$ cat config.mk
export PLATFORM = sky130hd
export DESIGN_NAME = pidaw_out_flat
export DESIGN_NICKNAME = d
export VERILOG_FILES = /design/src/design/pidaw_pkg.sv /design/src/design/pidaw_result_if.sv /design/src/design/pidaw_out.sv /design/src/flat_wrapper.sv
export SDC_FILE = /design/constraint.sdc
export NUM_CORES = 1
export LEC_CHECK = 0
export ABC_AREA = 1
export BUFFER_PORTS_ARGS = -buffer_cell sky130_fd_sc_hd__buf_2
export CAP_MARGIN = 20
export CORE_AREA = 3 3 147 149
export CTS_CLUSTER_SIZE = 16
export DETAILED_ROUTE_END_ITERATION = 16
export DIE_AREA = 0 0 150 152
export PLACE_DENSITY_LB_ADDON = 0.08
export SYNTH_ARGS = -nofsm -noshare
export SYNTH_HDL_FRONTEND = slang
export SYNTH_SLANG_ARGS = --single-unit
$ cat constraint.sdc
create_clock -name clk -period 4.2 [get_ports clk]
set_input_delay 0.84 -clock clk [delete_from_list [all_inputs] [get_ports clk]]
set_output_delay 0.84 -clock clk [all_outputs]
set_load 0.05 [all_outputs]
$ cat src/design/pidaw_pkg.sv
`timescale 1ns / 1ps
// Shared types, constants and saturating arithmetic helpers for the PID controller.
package pidaw_pkg;

    localparam int DATA_WIDTH    = 32;
    localparam int POLE_WIDTH    = 18;
    localparam int CFG_IDX_WIDTH = 3;

    typedef logic signed [DATA_WIDTH-1:0] data_t;
    typedef logic signed [POLE_WIDTH-1:0] pole_t;
    typedef logic signed [DATA_WIDTH+1:0] wide_t;

    localparam data_t DATA_MAX = {1'b0, {(DATA_WIDTH-1){1'b1}}};
    localparam data_t DATA_MIN = {1'b1, {(DATA_WIDTH-1){1'b0}}};

    typedef enum logic [CFG_IDX_WIDTH-1:0] {
        CFG_PROP_GAIN   = 3'd0,
        CFG_INTEG_GAIN  = 3'd1,
        CFG_DERIV_GAIN  = 3'd2,
        CFG_FILTER_POLE = 3'd3,
        CFG_OUT_MIN     = 3'd4,
        CFG_OUT_MAX     = 3'd5,
        CFG_INTEG_MIN   = 3'd6,
        CFG_INTEG_MAX   = 3'd7
    } cfg_idx_t;

    typedef struct packed {
        data_t prop_gain;
        data_t integ_gain;
        data_t deriv_gain;
        pole_t filter_pole;
        data_t out_min;
        data_t out_max;
        data_t integ_min;
        data_t integ_max;
    } cfg_t;

    localparam cfg_t CFG_RESET = '{
        prop_gain:   '0,
        integ_gain:  '0,
        deriv_gain:  '0,
        filter_pole: '0,
        out_min:     DATA_MIN,
        out_max:     DATA_MAX,
        integ_min:   DATA_MIN,
        integ_max:   DATA_MAX
    };

    typedef struct packed {
        data_t target;
        data_t sensed;
    } sample_t;

    typedef struct packed {
        data_t drive;
    } result_t;

    // Gain products that do not depend on the recurrent state.
    typedef struct packed {
        data_t p;
        data_t gi;
        data_t gd;
    } prod_t;

    // Terms that make up the controller output.
    typedef struct packed {
        data_t p;
        data_t integ;
        data_t deriv;
    } terms_t;

    // Saturate a value two bits wider than the data width.
    function automatic data_t sat_wide(input wide_t x);
        data_t r;
        if (x[DATA_WIDTH+1:DATA_WIDTH-1] == 3'b000 || x[DATA_WIDTH+1:DATA_WIDTH-1] == 3'b111)
        begin
            r = x[DATA_WIDTH-1:0];
        end
        else if (x[DATA_WIDTH+1])
        begin
            r = DATA_MIN;
        end
        else
        begin
            r = DATA_MAX;
        end
        return r;
    endfunction

    function automatic data_t add_sat(input data_t a, input data_t b);
        return sat_wide(wide_t'(a) + wide_t'(b));
    endfunction

    function automatic data_t sub_sat(input data_t a, input data_t b);
        return sat_wide(wide_t'(a) - wide_t'(b));
    endfunction

    function automatic data_t add3_sat(input data_t a, input data_t b, input data_t c);
        return sat_wide(wide_t'(a) + wide_t'(b) + wide_t'(c));
    endfunction

    // The upper limit is tested first, so a crossed pair of limits resolves
    // to the upper limit for values above it and the lower limit otherwise.
    function automatic data_t clamp(input data_t x, input data_t lo, input data_t hi);
        data_t r;
        if (x > hi)
        begin
            r = hi;
        end
        else if (x < lo)
        begin
            r = lo;
        end
        else
        begin
            r = x;
        end
        return r;
    endfunction

endpackage

$ cat src/design/pidaw_result_if.sv
`timescale 1ns / 1ps
// Valid/ready channel that carries one controller drive value per beat.
interface pidaw_result_if
    import pidaw_pkg::*;
();
    logic    valid;
    logic    ready;
    result_t data;

    modport source (output valid, output data, input ready);
    modport sink   (input valid, input data, output ready);
endinterface

$ cat src/design/pidaw_out.sv
`timescale 1ns / 1ps
// Output sum, output clamp and result register.
module pidaw_out
    import pidaw_pkg::*;
(
    input  logic          clk,
    input  logic          rst_n,
    input  cfg_t          cfg,
    input  logic          acc_valid,
    output logic          acc_ready,
    input  terms_t        acc,
    pidaw_result_if.source result
);

    logic  out_valid_reg;
    logic  out_valid_next;
    data_t drive_reg;
    data_t drive_next;
    logic  load;

    assign acc_ready      = !out_valid_reg || result.ready;
    assign load           = acc_valid && acc_ready;
    assign out_valid_next = acc_ready ? acc_valid : out_valid_reg;

    assign drive_next = clamp(add3_sat(acc.p, acc.integ, acc.deriv), cfg.out_min, cfg.out_max);

    always_ff @(posedge clk or negedge rst_n)
    begin
        if (!rst_n)
        begin
            out_valid_reg <= 1'b0;
        end
        else
        begin
            out_valid_reg <= out_valid_next;
        end
    end

    always_ff @(posedge clk)
    begin
        if (load)
        begin
            drive_reg <= drive_next;
        end
    end

    assign result.valid      = out_valid_reg;
    assign result.data.drive = drive_reg;

`ifndef ASSERT_OFF
    a_drop_on_take: assert property (@(posedge clk) disable iff (!rst_n)
        $fell(out_valid_reg) |-> $past(result.ready))
        else $error("result beat dropped before it was taken");

    a_drive_limit: assert property (@(posedge clk) disable iff (!rst_n)
        load |=> (drive_reg <= $past(cfg.out_max)) || (drive_reg == $past(cfg.out_min)))
        else $error("drive outside the output limits");
`endif

endmodule

$ cat src/flat_wrapper.sv
// flat-port wrapper written by rule: the top's interface ports become plain ports
module pidaw_out_flat import pidaw_pkg::*;
  (clk, rst_n, cfg, acc_valid, acc_ready, acc, result_valid, result_data, result_ready);
  pidaw_result_if result_i ();
  input  logic clk;
  input  logic rst_n;
  input  cfg_t cfg;
  input  logic acc_valid;
  output logic acc_ready;
  input  terms_t acc;
  output wire logic [$bits(result_i.valid)-1:0] result_valid;
  output wire logic [$bits(result_i.data)-1:0] result_data;
  input wire logic [$bits(result_i.ready)-1:0] result_ready;
  assign result_valid = result_i.valid;
  assign result_data = result_i.data;
  assign result_i.ready = result_ready;
  pidaw_out u_core (.clk(clk), .rst_n(rst_n), .cfg(cfg), .acc_valid(acc_valid), .acc_ready(acc_ready), .acc(acc), .result(result_i));
endmodule
# Word level (Yosys, flattened, before mapping)
# Index checks and enable logic that the tools add are counted.
[op_classes] add_sub_neg=2 muxes=4 eq_ne=1 reduce_logical=5 n_lt_le_gt_ge=2
[op_table] cell="$mux 32" count=4
[op_table] cell="$add 33x32->34" count=1
[op_table] cell="$add 32x32->33" count=1
[op_table] cell="$gt 32x32->1" count=1
[op_table] cell="$lt 32x32->1" count=1
[op_table] cell="$eq 3x3->1 const B" count=1
[op_table] cell="$logic_not 3->1" count=1
[op_table] cell="$logic_or 1x1->1" count=2
[op_table] cell="$logic_and 1x1->1" count=1
[op_table] cell="$logic_not 1->1" count=1
[totals] input_bits=342 output_inout_bits=34 wordCells=16 regBits=33

# Depth between registers and ports, before layout
[depth] word_depth=8 mapped_depth=38 mapped_depth_nobuf=36

# Worst setup path after synthesis
# No wires, ideal clock.
[synth_timing] kind="input to register" from="in acc[1] (netlist name)" to="reg u_core.drive_reg[10] (netlist: u_core.result.data[10]), data pin" cell_stages=32 required_ns=4.069 path_slack_ns=-1.377 path_buffers=2 setup_time_ns=0.131 arrival_time_ns=5.446 path_cell_list="inv_1 > fa_1 > inv_1 > ha_1 > inv_1 > fa_1 > inv_1 > nand4_1 > nand2_1 > nand2_1 > nand2_1 > nand2_1 > nand3_1 > nand2_2 > o21ai_4 > inv_1 > clkbuf_1 > o21ai_0 > inv_1 > ha_1 > a21oi_1 > nor2_1 > a211oi_1 > o221a_2 > nor2_1 > a2111oi_0 > a21o_1 > nand3_1 > inv_1 > clkbuf_1 > nand2_1 > nand2_1"
[synth_between] elab_chain_cells=7 word_cells_on_any_way=10 classes_between="add/sub: 1; order compare: 2; eq/ne: 1; mux: 4; reduce/logical: 2"
[synth_lines] item="from (decl)" line="flat_wrapper.sv:10" source="input terms_t acc;"
[synth_lines] item="$add 33x32->34 *" line="pidaw_pkg.sv:99" source="return sat_wide(wide_t'(a) + wide_t'(b) + wide_t'(c));"
[synth_lines] item="$eq 3x3->1 or $logic_not 3->1 (tied branches)" line="pidaw_pkg.sv:75" source="if (x[DATA_WIDTH+1:DATA_WIDTH-1] == 3'b000 || x[DATA_WIDTH+1:DATA_WIDTH-1] == 3'b111)"
[synth_lines] item="$logic_or 1x1->1" line="pidaw_pkg.sv:75"
[synth_lines] item="$mux 32 *" line="pidaw_pkg.sv:75"
[synth_lines] item="$lt 32x32->1" line="pidaw_pkg.sv:110" source="else if (x < lo)"
[synth_lines] item="$mux 32" line="pidaw_pkg.sv:110"
[synth_lines] item="$mux 32 *" line="pidaw_pkg.sv:106" source="if (x > hi)"
[synth_lines] item="via u_core.drive_next[10]" line="pidaw_out.sv:18" source="data_t drive_next;"
[synth_lines] item="to (signal assigned)" line="pidaw_out.sv:43" source="drive_reg <= drive_next;"
[synth_lines] item="to (decl)" line="pidaw_out.sv:17" source="data_t drive_reg;"
# The timed path passes the listed nets; every way through them passes the cells marked *.
# A chain may end at the register's enable or synchronous reset.

# Worst setup path in the final report
[layout_timing] from="in acc[17] (netlist name)" to="reg u_core.drive_reg[30] (netlist: u_core.result.data[30]), data pin"
# The elaborated chain is that of the path after synthesis.

==> impl_metrics.toml <==
[critical_path]
cp_slowest_cell = "fa_1"
crit_path_end_kind = "flop"
start_kind = "input pin"
slowest_delay_ns = 0.52
cp_max_fo = 6
cp_data_arrival_time_ns = 5.25
path_class = "in -> reg"
required_ns = 4.23

[place]
gp_congestion = 0.839
io_buffers = 197
hpwl_um = 18000
place_inst = 1543

[finish]
final_common_cell = "buf_2"
mostFrequentLayoutCells = "194 x buf_2, 191 x nand2_1, 172 x buf_4"
drive_gt1_frac = 0.501
final_core_util = 0.526
syn2layout_area_growth_pct = 59.6
antenna_cells = 0
fin_cells = 1582
nets = 1780

[power_and_ir_drop]
combPwrFrac = 0.863
leakage_nw = 5.62
switching_share = 0.484
power_switching_mw = 3.32
pwr-share-clk = 0.051
p_seq_frac = 0.086
power_density_mw_per_mm2 = 643
vdd_drop_max_mv = 0.324
internal-power_mw = 3.54

[sta]
setup_violations = 32
skew_ns = 0.00947
rsz0062_at_grt = "yes"
fmax_mhz = 192
final_hold_viol_count = 0
layout_min_cycle_time_ns = 5.22
tns_ns = -31.77
relSlewSlack = 0.299
fin_crit_sh = 1.24
tightest_slew_ns = 1.05
setup_ws_ns = -1.02
drv_slew = 0

[synth]
syn_inst = 928
ys_seq_area_frac = 0.148
synth_top_area_frac = 0.176
synth_top_area_cell = "ha_1"
synth-async-reset-ratio = 0.0303
synth_edf_count = 32
ys_ff_latch = 33
synth_area_leaders = "ha_1 18%, edfxtp_1 14%, nand2_1 13%"
syn_avg_cell_area_sq_um = 7.20
yosys_warnings = 0
synth_cell_types = 45
ys.flop_type = "edfxtp_1"
netlist_area_sq_mm = 0.00668
syn_nets = 1397

[clocking]
root_buffer = "clkbuf_16"
cts_made_buffers = 5
cts_tree = "yes"
clockBufferDepth = 2
hold_buffers = 0
htreeDepth = 2
clkLatencyLatePin_ns = 0.28
clock-sinks = 33
clk_pin_slew_ns = 0.05

[floorplan]
core_area_sq_mm = 0.0203
dieArea_sq_mm = 0.0228
die_width_um = 150
chipHeight_um = 152
rows = 52
initial_core_util = 0.329
io_pins = 376

[grt]
grt_util_met1 = 0.271
grtUsageTotal = 0.180
antenna_found_initial = 4
grt.busiest_layer = "met2"
grt_max_degree = 33
use_met3 = 0.0238
grt_pass1_vias = 7085
met2_usage = 0.277
grt-ovfl-total = 0
grt_pass1_wl_um = 34200

[drt]
wl_um = 21200
antenna_left = 0
post_drt_wl_per_cell_um = 13.4
viasPerCell = 4.41
dr.pass1.iters = 5
drc = 0
drtIter0Drc = 203
via_count = 6980

[outcome]
violations = "negative setup slack"
status = "finished with violations"

[min_path]
min_path_type = "in -> async"

[job]
cap_violations = 0
-- repair_timing --
item / CTS / global route
gates cloned: 4 / 1
setup endpoints to repair: 32 / 32
pin swaps: 32 / 27
gates resized for setup: 125 / 77
buffers inserted: 19 / 7
-- worst paths after layout --
kind | start | endpoint | slack, ns | depth (start not counted)
setup / recovery | acc[17] | u_core.result.data[30]$_DFFE_PP_ | -1.02 | 30
hold / removal | rst_n | u_core.result.valid$_DFFE_PN0N_ | 0.33 | 1
setup reg to reg | u_core.result.valid$_DFFE_PN0N_ | u_core.result.data[4]$_DFFE_PP_ | 2.56 | 1
hold reg to reg | u_core.result.valid$_DFFE_PN0N_ | u_core.result.valid$_DFFE_PN0N_ | 0.57 | 2
max in group asynchronous | rst_n | u_core.result.valid$_DFFE_PN0N_ | 3.79 | 1
min in group clk | u_core.result.valid$_DFFE_PN0N_ | u_core.result.valid$_DFFE_PN0N_ | 0.57 | 2
-- critical path, delay by kind of cell --
kind / cells / cell delay (ns)
buffers and inverters: 7 / 0.91
adder cells (fa/ha/maj): 3 / 1.04
AO/OA/AOI/OAI: 7 / 0.98
AND/OR/NAND/NOR: 13 / 1.45
-- Yosys cell counts (2+ instances only) --
master    count
xor2_1       13
nand4_1       6
ha_1         94
a31oi_1       6
o21ai_0      40
o21bai_1      5
nor3_1        5
and3_1        2
and2_1        2
nand2_2      47
a211oi_1      6
nand3_2      32
buf_4         3
o21ai_1       3
a21oi_1      51
o221a_2       2
nor2_2        4
nor2_4        3
edfxtp_1     32
nand2_1     224
inv_2         7
nand3_1      46
buf_6         3
nor2_1       31
fa_1         33
clkbuf_1     10
nor4_1        2
inv_1       183
a21oi_2       3
nor4_4        2
buf_12        3
xnor2_1      12
-- registers in the layout, summed over array words and instances, names as in the netlist --
signal	flops
u_core.result.data	32
u_core.result.valid	1
-- through the flow --
stage	worst slack [ns]	power [mW]	cell area, sq um	hold slack (ns)
final	-1.02	6.86	10700	0.331
after global routing	-1.25	7.49	10700	0.322
after CTS	-0.976	6.56	10300	0.322
after detailed placement	-1.56	5.44	9270	0.569
after global placement	-1.48	5.41	9270	0.575
after floorplan	-1.00	3.69	6810	0.544
-- kinds of logic (layout without fill, tap and decap cells) --
kind of cell	Yosys count	after routing	synth area share
AND/OR/NAND/NOR	412	412	0.311
buffers and inverters	210	594	0.130
adder cells (fa/ha/maj)	127	127	0.275
AO/OA/AOI/OAI	121	121	0.103
flip-flops	33	33	0.148
XOR/XNOR	25	25	0.0328
-- routing by layer --
metal / vias up / wire length [um]
li1: 3745 / -
met5: - / 74
met4: 8 / 272
met1: 3031 / 10600
met3: 21 / 1080
met2: 175 / 9170
-- power by group through the flow --
stage	logic, mW	registers, mW	clock network (mW)
after floorplan	2.70	0.989	0
after global placement	4.81	0.597	0
after detailed placement	4.85	0.597	0
after CTS	5.61	0.590	0.360
after global routing	6.52	0.596	0.374
final	5.92	0.590	0.350
-- cell type report --
cell class,instances,area [sq um]
tap,270,338
clock buffer,7,133
timing repair inverter,3,36.3
timing repair buffer,393,2700
clock inverter,1,5.00
fill,2070,9630
multi-input combinational,685,5740
inverter,190,734
sequential,33,986
(Power assumes the default switching activity.)
