### config.mk
export PLATFORM = sky130hd
export DESIGN_NAME = pidaw_core
export DESIGN_NICKNAME = d
export VERILOG_FILES = /design/src/design/pidaw_pkg.sv /design/src/design/pidaw_mulq.sv /design/src/design/pidaw_core.sv
export SDC_FILE = /design/constraint.sdc
export NUM_CORES = 2
export LEC_CHECK = 0
export BUFFER_PORTS_ARGS = -buffer_cell sky130_fd_sc_hd__buf_2
export CAP_MARGIN = 20
export CORE_MARGIN = 4
export CORE_UTILIZATION = 25
export CTS_BUF_LIST = sky130_fd_sc_hd__clkbuf_2
export CTS_CLUSTER_DIAMETER = 50
export CTS_CLUSTER_SIZE = 20
export DETAILED_ROUTE_END_ITERATION = 16
export REMOVE_ABC_BUFFERS = 1
export SLEW_MARGIN = 20
export SYNTH_ARGS = -nofsm -noshare
export SYNTH_HDL_FRONTEND = slang
export SYNTH_HIERARCHICAL = 1
export SYNTH_SLANG_ARGS = --single-unit
### constraint.sdc
create_clock -name clk -period 11.9 [get_ports clk]
set_input_delay 0 -clock clk [delete_from_list [all_inputs] [get_ports clk]]
set_output_delay 0 -clock clk [all_outputs]
set_load 0.005 [all_outputs]
### src/design/pidaw_pkg.sv
`timescale 1ns / 1ps
// Shared types, constants and saturating arithmetic helpers for the PID controller.
package pidaw_pkg;

    localparam int DATA_WIDTH    = 32;
    localparam int POLE_WIDTH    = 18;
    localparam int CFG_IDX_WIDTH = 3;

    typedef logic signed [DATA_WIDTH-1:0] data_t;
    typedef logic signed [POLE_WIDTH-1:0] pole_t;
    typedef logic signed [DATA_WIDTH+1:0] wide_t;

    localparam data_t DATA_MAX = {1'b0, {(DATA_WIDTH-1){1'b1}}};
    localparam data_t DATA_MIN = {1'b1, {(DATA_WIDTH-1){1'b0}}};

    typedef enum logic [CFG_IDX_WIDTH-1:0] {
        CFG_PROP_GAIN   = 3'd0,
        CFG_INTEG_GAIN  = 3'd1,
        CFG_DERIV_GAIN  = 3'd2,
        CFG_FILTER_POLE = 3'd3,
        CFG_OUT_MIN     = 3'd4,
        CFG_OUT_MAX     = 3'd5,
        CFG_INTEG_MIN   = 3'd6,
        CFG_INTEG_MAX   = 3'd7
    } cfg_idx_t;

    typedef struct packed {
        data_t prop_gain;
        data_t integ_gain;
        data_t deriv_gain;
        pole_t filter_pole;
        data_t out_min;
        data_t out_max;
        data_t integ_min;
        data_t integ_max;
    } cfg_t;

    localparam cfg_t CFG_RESET = '{
        prop_gain:   '0,
        integ_gain:  '0,
        deriv_gain:  '0,
        filter_pole: '0,
        out_min:     DATA_MIN,
        out_max:     DATA_MAX,
        integ_min:   DATA_MIN,
        integ_max:   DATA_MAX
    };

    typedef struct packed {
        data_t target;
        data_t sensed;
    } sample_t;

    typedef struct packed {
        data_t drive;
    } result_t;

    // Gain products that do not depend on the recurrent state.
    typedef struct packed {
        data_t p;
        data_t gi;
        data_t gd;
    } prod_t;

    // Terms that make up the controller output.
    typedef struct packed {
        data_t p;
        data_t integ;
        data_t deriv;
    } terms_t;

    // Saturate a value two bits wider than the data width.
    function automatic data_t sat_wide(input wide_t x);
        data_t r;
        if (x[DATA_WIDTH+1:DATA_WIDTH-1] == 3'b000 || x[DATA_WIDTH+1:DATA_WIDTH-1] == 3'b111)
        begin
            r = x[DATA_WIDTH-1:0];
        end
        else if (x[DATA_WIDTH+1])
        begin
            r = DATA_MIN;
        end
        else
        begin
            r = DATA_MAX;
        end
        return r;
    endfunction

    function automatic data_t add_sat(input data_t a, input data_t b);
        return sat_wide(wide_t'(a) + wide_t'(b));
    endfunction

    function automatic data_t sub_sat(input data_t a, input data_t b);
        return sat_wide(wide_t'(a) - wide_t'(b));
    endfunction

    function automatic data_t add3_sat(input data_t a, input data_t b, input data_t c);
        return sat_wide(wide_t'(a) + wide_t'(b) + wide_t'(c));
    endfunction

    // The upper limit is tested first, so a crossed pair of limits resolves
    // to the upper limit for values above it and the lower limit otherwise.
    function automatic data_t clamp(input data_t x, input data_t lo, input data_t hi);
        data_t r;
        if (x > hi)
        begin
            r = hi;
        end
        else if (x < lo)
        begin
            r = lo;
        end
        else
        begin
            r = x;
        end
        return r;
    endfunction

endpackage

### src/design/pidaw_mulq.sv
`timescale 1ns / 1ps
// Signed fixed-point multiplier with round-half-away-from-zero and saturation.
module pidaw_mulq
    import pidaw_pkg::*;
#(
    parameter int A_WIDTH   = 32,
    parameter int B_WIDTH   = 32,
    parameter int FRAC_BITS = 16
)
(
    input  logic signed [A_WIDTH-1:0] a,
    input  logic signed [B_WIDTH-1:0] b,
    output data_t                     y
);

    localparam int PW = A_WIDTH + B_WIDTH;
    localparam logic signed [PW-1:0] HALF   = {{(PW-1){1'b0}}, 1'b1} << (FRAC_BITS - 1);
    localparam logic signed [PW-1:0] LIM_HI = PW'(DATA_MAX);
    localparam logic signed [PW-1:0] LIM_LO = PW'(DATA_MIN);

    logic signed [PW-1:0] prod;
    logic signed [PW-1:0] rounded;
    logic signed [PW-1:0] shifted;

    // For a negative product, adding half minus one before the arithmetic
    // shift rounds the magnitude up on a tie, matching sign-magnitude rounding.
    always_comb
    begin
        prod    = PW'(a) * PW'(b);
        rounded = prod + HALF - PW'(prod[PW-1]);
        shifted = rounded >>> FRAC_BITS;
        if (shifted > LIM_HI)
        begin
            y = DATA_MAX;
        end
        else if (shifted < LIM_LO)
        begin
            y = DATA_MIN;
        end
        else
        begin
            y = shifted[DATA_WIDTH-1:0];
        end
    end

endmodule

### src/design/pidaw_core.sv
`timescale 1ns / 1ps
// Recurrent state: clamped trapezoidal integrator and filtered derivative.
module pidaw_core
    import pidaw_pkg::*;
#(
    parameter int FRAC_BITS = 16
)
(
    input  logic   clk,
    input  logic   rst_n,
    input  cfg_t   cfg,
    input  logic   fwd_valid,
    output logic   fwd_ready,
    input  prod_t  fwd,
    output logic   acc_valid,
    input  logic   acc_ready,
    output terms_t acc
);

    logic  s3_valid_reg;
    logic  s3_valid_next;
    data_t p3_reg;
    data_t integ_acc_reg;
    data_t integ_next;
    data_t deriv_acc_reg;
    data_t deriv_next;
    data_t pole_prod;
    logic  load;

    assign fwd_ready     = !s3_valid_reg || acc_ready;
    assign load          = fwd_valid && fwd_ready;
    assign s3_valid_next = fwd_ready ? fwd_valid : s3_valid_reg;

    pidaw_mulq #(
        .A_WIDTH   (POLE_WIDTH),
        .B_WIDTH   (DATA_WIDTH),
        .FRAC_BITS (FRAC_BITS)
    ) u_mul_pole (
        .a (cfg.filter_pole),
        .b (deriv_acc_reg),
        .y (pole_prod)
    );

    assign integ_next = clamp(add_sat(integ_acc_reg, fwd.gi), cfg.integ_min, cfg.integ_max);
    assign deriv_next = sub_sat(pole_prod, fwd.gd);

    always_ff @(posedge clk or negedge rst_n)
    begin
        if (!rst_n)
        begin
            s3_valid_reg  <= 1'b0;
            integ_acc_reg <= '0;
            deriv_acc_reg <= '0;
        end
        else
        begin
            s3_valid_reg <= s3_valid_next;
            if (load)
            begin
                integ_acc_reg <= integ_next;
                deriv_acc_reg <= deriv_next;
            end
        end
    end

    always_ff @(posedge clk)
    begin
        if (load)
        begin
            p3_reg <= fwd.p;
        end
    end

    assign acc_valid = s3_valid_reg;
    assign acc.p     = p3_reg;
    assign acc.integ = integ_acc_reg;
    assign acc.deriv = deriv_acc_reg;

`ifndef ASSERT_OFF
    a_state_holds: assert property (@(posedge clk) disable iff (!rst_n)
        !load |=> $stable(integ_acc_reg) && $stable(deriv_acc_reg))
        else $error("integrator or derivative state changed without a beat");

    a_integ_limit: assert property (@(posedge clk) disable iff (!rst_n)
        load |=> (integ_acc_reg <= $past(cfg.integ_max)) ||
                 (integ_acc_reg == $past(cfg.integ_min)))
        else $error("integrator left its anti-windup limits");
`endif

endmodule

=== After elaboration in Yosys (flattened, before gate mapping) ===
Index checks and enable logic that the tools add are counted.

* Add/sub/neg operators: 4
* Multipliers: 1
* Magnitude comparators: 4
* Equal/unequal tests: 2
* Muxes and demuxes: 8
* Reductions and logical operators: 7

{| class="wikitable"
|+ Operators by type and width
! kind !! number
|-
| $mux 32 || 8
|-
| $add 50x16->50 const B || 1
|-
| $mul 18x32->50 || 1
|-
| $sub 50x1->50 || 1
|-
| $gt 34x32->1 const B || 1
|-
| $lt 34x32->1 const B || 1
|-
| $add 32x32->33 || 1
|-
| $sub 32x32->33 || 1
|-
| $gt 32x32->1 || 1
|-
| $lt 32x32->1 || 1
|-
| $eq 3x3->1 const B || 2
|-
| $logic_not 3->1 || 2
|-
| $logic_or 1x1->1 || 3
|-
| $logic_and 1x1->1 || 1
|-
| $logic_not 1->1 || 1
|}

* Flip-flop bits (word level): 97
* Input port bits: 342

=== Depth between registers and ports, before layout ===
* Word-level depth: 10
* Gate-level depth with buffers: 58

=== Cells and area by module ===
The synthesis kept the hierarchy.

{| class="wikitable"
|+ Modules (own cells, without submodules)
! module !! instances !! cells an instance !! area an instance (um2) !! sequential area each (um2)
|-
| pidaw_mulq || 1 || 2,739 || 23,090.9 || 0.0
|-
| pidaw_core || 1 || 1,134 || 9,424.0 || 2,587.5
|}

=== Worst setup path before layout ===
Ideal clock, no wire load.

* Kind: reg2reg
* From: register deriv_acc_reg[17]
* To: register deriv_acc_reg[9]
* Setup time: 0.083 ns
* Arrival time: 11.878 ns
* Data required time: 11.817 ns
* Path slack: -0.061 ns
* Stages on the path, launching flop included: 59
* Path buffers: 5
* Cells stage by stage: dfrtp_1 -> clkbuf_1 -> clkbuf_1 -> nand2_1 -> fa_1 -> inv_1 -> fa_1 -> inv_1 -> fa_1 -> inv_1 -> fa_1 -> fa_1 -> inv_1 -> fa_1 -> inv_1 -> ha_1 -> nand2_1 -> o21ai_0 -> [23 not listed] -> xnor2_2 -> a21oi_4 -> o31a_1 -> inv_1 -> ha_1 -> fa_1 -> nor2b_1 -> o2111ai_1 -> a31oi_1 -> o21ai_0 -> nand4_1 -> nand3_1 -> o31ai_1 -> and2_1 -> clkbuf_1 -> clkbuf_1 -> o21ai_0 -> o21ai_0

* Word-level cells in the longest chain between the ends: 10
* Elaborated cells on any way between the ends: 13
* Those cells by class: 3 x add/sub; 1 x mul; 2 x order compare; 1 x eq/ne; 4 x mux; 2 x reduce/logical

{| class="wikitable"
|+ RTL lines
! what !! RTL line !! RTL
|-
| start: declaration || pidaw_core.sv:25 || <nowiki>data_t deriv_acc_reg;</nowiki>
|-
| start signal: assignment || pidaw_core.sv:61 || <nowiki>deriv_acc_reg <= deriv_next;</nowiki>
|-
| $mul 18x32->50 (*) || pidaw_mulq.sv:29 || <nowiki>prod = PW'(a) * PW'(b);</nowiki>
|-
| $add 50x16->50 || pidaw_mulq.sv:30 || <nowiki>rounded = prod + HALF - PW'(prod[PW-1]);</nowiki>
|-
| $sub 50x1->50 (*) || pidaw_mulq.sv:30 ||
|-
| $lt 34x32->1 || pidaw_mulq.sv:36 || <nowiki>else if (shifted < LIM_LO)</nowiki>
|-
| $mux 32 || pidaw_mulq.sv:36 ||
|-
| $mux 32 (*) || pidaw_mulq.sv:32 || <nowiki>if (shifted > LIM_HI)</nowiki>
|-
| net pole_prod[31] || pidaw_core.sv:27 || <nowiki>data_t pole_prod;</nowiki>
|-
| $sub 32x32->33 (*) || pidaw_pkg.sv:95 || <nowiki>return sat_wide(wide_t'(a) - wide_t'(b));</nowiki>
|-
| $eq 3x3->1 or $logic_not 3->1 (tied branches) || pidaw_pkg.sv:75 || <nowiki>if (x[DATA_WIDTH+1:DATA_WIDTH-1] == 3'b000 || x[DATA_WIDTH+1:DATA_WIDTH-1] == 3'b111)</nowiki>
|-
| $logic_or 1x1->1 || pidaw_pkg.sv:75 ||
|-
| $mux 32 (*) || pidaw_pkg.sv:75 ||
|}

Mark *: on every way through the listed nets, which the timed path passes. The rest lies on a longest branch.
A chain may end at the register's enable or synchronous reset.

=== Worst setup path after layout ===
* From: register deriv_acc_reg[8]
* To: register deriv_acc_reg[25]

The elaborated chain is that of the path after synthesis.

==> impl_metrics.sql <==
INSERT INTO impl_metrics (metric_group, metric, value, unit) VALUES
('worst_setup_path', 'timing.setup.critical_path_class', 'flop to flop', ''),
('global_route', 'overflow', '0', ''),
('detailed_routing', 'route.detailed.vias_per_inst', '4.66', ''),
('detailed_routing', 'drt_pass1_iterations', '6', ''),
('yosys', 'synth_top_area_cell', 'fa_1', ''),
('worst_setup_path', 'crit_required', '12.56', 'ns'),
('worst_setup_path', 'critPathMaxStageDelay', '0.58', 'ns'),
('die', 'floorplan.die.height', '369', 'microns'),
('detailed_routing', 'vias', '29900', ''),
('clock_tree', 'cts-root-buf', 'clkbuf_2', ''),
('yosys', 'netlist-cell-type-count', '100', ''),
('finish', 'layout-drive-gt1-share', '19.9', '%'),
('timing', 'max_slew.worst_pin.slew', '1.11', 'ns'),
('die', 'floorplan.die_area', '136000', 'sq um'),
('worst_setup_path', 'worst-r2r-cell-count', '56', ''),
('worst_setup_path', 'critical_path_buf_inv_count', '10', ''),
('detailed_routing', 'detailedRoute.firstIterationViolations', '1843', ''),
('clock_tree', 'clk_path_buf_depth', '2', ''),
('hold_path', 'worst_hold_path_ep', 'deriv_acc_reg[26]', ''),
('finish', 'fin_area', '41800', 'sq um'),
('hold_path', 'min_from', 'fwd[26]', ''),
('global_route', 'grt_first_pass_wirelength', '182', 'mm'),
('worst_setup_path', 'timing.critical_path.fanout_max', '9', ''),
('timing', 'clock.fmax', '85.3', 'MHz'),
('yosys', 'synth_sequential_area_ratio', '7.96', '%'),
('die', 'standard_cell_row_count', '132', ''),
('place', 'placed_area', '38600', 'sq um'),
('die', 'design.core.area', '129000', 'sq um'),
('yosys', 'syn_inst', '3873', ''),
('worst_setup_path', 'crit_arrival', '12.39', 'ns'),
('global_route', 'grt_antenna_before_repair', '19', ''),
('timing', 'period_utilization', '98.5', '%'),
('status', 'status', 'finished clean', ''),
('die', 'die_w', '369', 'microns'),
('worst_setup_path', 'start_kind', 'flop', ''),
('timing', 'finalCriticalPeriod', '11.73', 'ns'),
('die', 'initial_core_utilization', '25.1', '%'),
('global_route', 'grt_start_max_net_pins', '45', ''),
('timing', 'final.setup_skew', '0.0792', 'ns'),
('yosys', 'yosysWarnings', '6', ''),
('worst_setup_path', 'element_type_at_the_critical_path_end', 'flop', ''),
('flow_run', 'maxCapViolCount', '0', ''),
('yosys', 'synth_area_per_cell', '8.40', 'sq um'),
('worst_setup_path', 'timing.critical_path.slowest_stage_cell', 'fa_1', ''),
('worst_setup_path', 'timing.critical_path.mode_cell', 'buf_4', ''),
('place', 'gpl.final_weighted_congestion', '0.946', ''),
('worst_setup_path', 'regToRegStartpoint', 'deriv_acc_reg[8]', ''),
('global_route', 'via_count_of_the_first_global_routing_pass', '31200', ''),
('die', 'boundaryPins', '440', ''),
('timing', 'slew_viol_final', '0', ''),
('detailed_routing', 'remaining_drc_errors', '0', ''),
('finish', 'areaGrowthSynthToFinish', '28.6', '%'),
('timing', 'final-hold-violation-count', '0', ''),
('yosys', 'synth_area', '32500', 'sq um'),
('yosys', 'synthTopCellsByArea', 'fa_1 34%, ha_1 11%, inv_1 9.3%, nand2_1 5.7%, dfrtp_1 5.0%', ''),
('timing', 'fin_ws', '0.174', 'ns'),
('timing', 'setup_viol', '0', ''),
('clock_tree', 'clkLatencyLatePin', '0.78', 'ns'),
('clock_tree', 'cts_tree', 'done', ''),
('clock_tree', 'clkSlewWorstSetupHoldPaths', '0.35', 'ns'),
('worst_setup_path', 'setup.reg_to_reg.worst_slack', '0.17', 'ns'),
('worst_setup_path', 'r2r_end', 'deriv_acc_reg[25]', ''),
('hold_path', 'holdPathStages', '7', ''),
('place', 'pre_cts_slack', '-0.713', 'ns'),
('yosys', 'synth.ff_latch_count', '97', ''),
('clock_tree', 'numClockSinks', '97', ''),
('timing', 'max-slew-margin-rel', '25.6', '%'),
('finish', 'n_fill_cell', '13600', ''),
('clock_tree', 'numCtsBuffers', '9', ''),
('clock_tree', 'htreeDepth', '3', ''),
('yosys', 'synth_edf_count', '32', ''),
('timing', 'rsz_0062_raised_after_global_routing', 'yes', ''),
('detailed_routing', 'post_drt_wl_per_cell', '18.4', 'microns'),
('place', 'port_buffers', '279', ''),
('detailed_routing', 'drtAntennaViolNets', '0', ''),
('hold_path', 'worstHoldPathType', 'input port to flop', ''),
('yosys', 'synthDominantCellAreaShare', '34.2', '%'),
('place', 'detailed_place_hpwl', '101', 'mm'),
('detailed_routing', 'routed_wl', '118', 'mm'),
('worst_setup_path', 'worst_path_dominant_cell_family', 'compound AO/OA/AOI/OAI gates', ''),
('finish', 'nets', '5843', ''),
('yosys', 'share_of_flip_flops_with_an_asynchronous_set_or_reset', '67.0', '%'),
('global_route', 'grt_util_all_layers', '17.2', '%'),
('yosys', 'synthFlopType', 'dfrtp_1', '');
timing repair:
action | in CTS | in global routing
gates cloned | 0 | 2
setup buffers | 14 | 13
gates resized for setup | 60 | 145
endpoints found under the setup margin | 32 | 32
endpoints found under the hold margin | 145 | 0
hold buffers | 201 | 0
pin swaps | 18 | 90
per-stage QoR:
step / TNS [ns] / hold WS [ns] / util (%) / cells
3_3_place_gp: -16.45 / -0.0783 / 29.9 / 6156
2_1_floorplan: -7.02 / -0.296 / - / 3705
6_report: 0 / 0.112 / 32.3 / 6410
4_1_cts: 0 / 0.00716 / 31.8 / 6387
5_1_grt: -8.56 / 0.0338 / 32.3 / 6403
3_5_place_dp: -17.77 / -0.0572 / 29.9 / 6156
routing by layer:
layer  up-vias  wire length [microns]  GRT usage [%]
met5         -                     61              0
met4        10                   2820           3.73
met3       127                   7920           2.93
met2       940                  53300           27.6
met1     14900                  54100           24.3
li1      13900                      -              -
layout make-up:
cell class	count	area (sq um)	area share, %
multi-input combinational	2805	26800	64.2
clock inverter	6	41.3	0.0987
sequential	97	2600	6.23
antenna	11	27.5	0.0658
tap	1742	2180	5.21
clock buffer	10	50.0	0.120
inverter	803	3020	7.21
timing repair buffer	936	7050	16.9
layout by cell type (no fill, tap or decap), types with 29 or more instances in the layout:
master         count
fa_1             546
buf_2            279
xnor2_1           72
edfxtp_1          32
buf_4            428
dlygate4sd3_1    200
o21bai_1          29
nor2_1           124
a21oi_1          196
xor2_1            49
nand3_1           37
nand4_1           37
o21a_1            41
o21ai_1           30
ha_1             281
dfrtp_1           52
a21o_1            92
nand2_1          494
inv_1            791
o21ai_0          124
and2_1           189
and3_1            36
synth_stat cells (38+ instances only):
master and number:
xnor2_1 77, inv_1 802, nor2_1 127, xor2_1 50, o21a_1 41, clkbuf_1 138, nand3_1 41, a21o_1 92
fa_1 555, a21oi_1 217, ha_1 294, nand2_1 496, and3_1 38, and2_1 191, dfrtp_1 65, o21ai_0 158
how the worst max path moves through the flow:
stage	from	end	slack (ns)	depth (start not counted)
after floorplan	deriv_acc_reg[17]	deriv_acc_reg[0]	-0.42	51
after global placement	deriv_acc_reg[6]	deriv_acc_reg[9]	-0.64	56
after detailed placement	deriv_acc_reg[9]	deriv_acc_reg[17]	-0.71	53
after CTS	deriv_acc_reg[6]	deriv_acc_reg[29]	0.009	57
after global routing	deriv_acc_reg[6]	deriv_acc_reg[16]	-0.35	56
final	deriv_acc_reg[8]	deriv_acc_reg[25]	0.17	56
worst min-delay path, cell delays in order:
cell	delay, ns
buf_2	0.10
inv_1	0.08
ha_1	0.20
buf_4	0.14
xnor2_2	0.10
o21ai_1	0.14
o21ai_1	0.08
logic make-up after synthesis:
logic type	after synthesis	synth area share, %
AOI/OAI and AO/OA	736	14.7
DFF	97	7.96
buffers and inverters	971	11.7
xor gates and xnor gates	131	3.67
adders and majority gates	857	45.7
and+or+nand+nor	1053	15.4
muxes	28	0.874
Power is left out: the tool's default activity adds up to more than one toggle a clock period on the data nets, which glitch-free logic cannot reach.
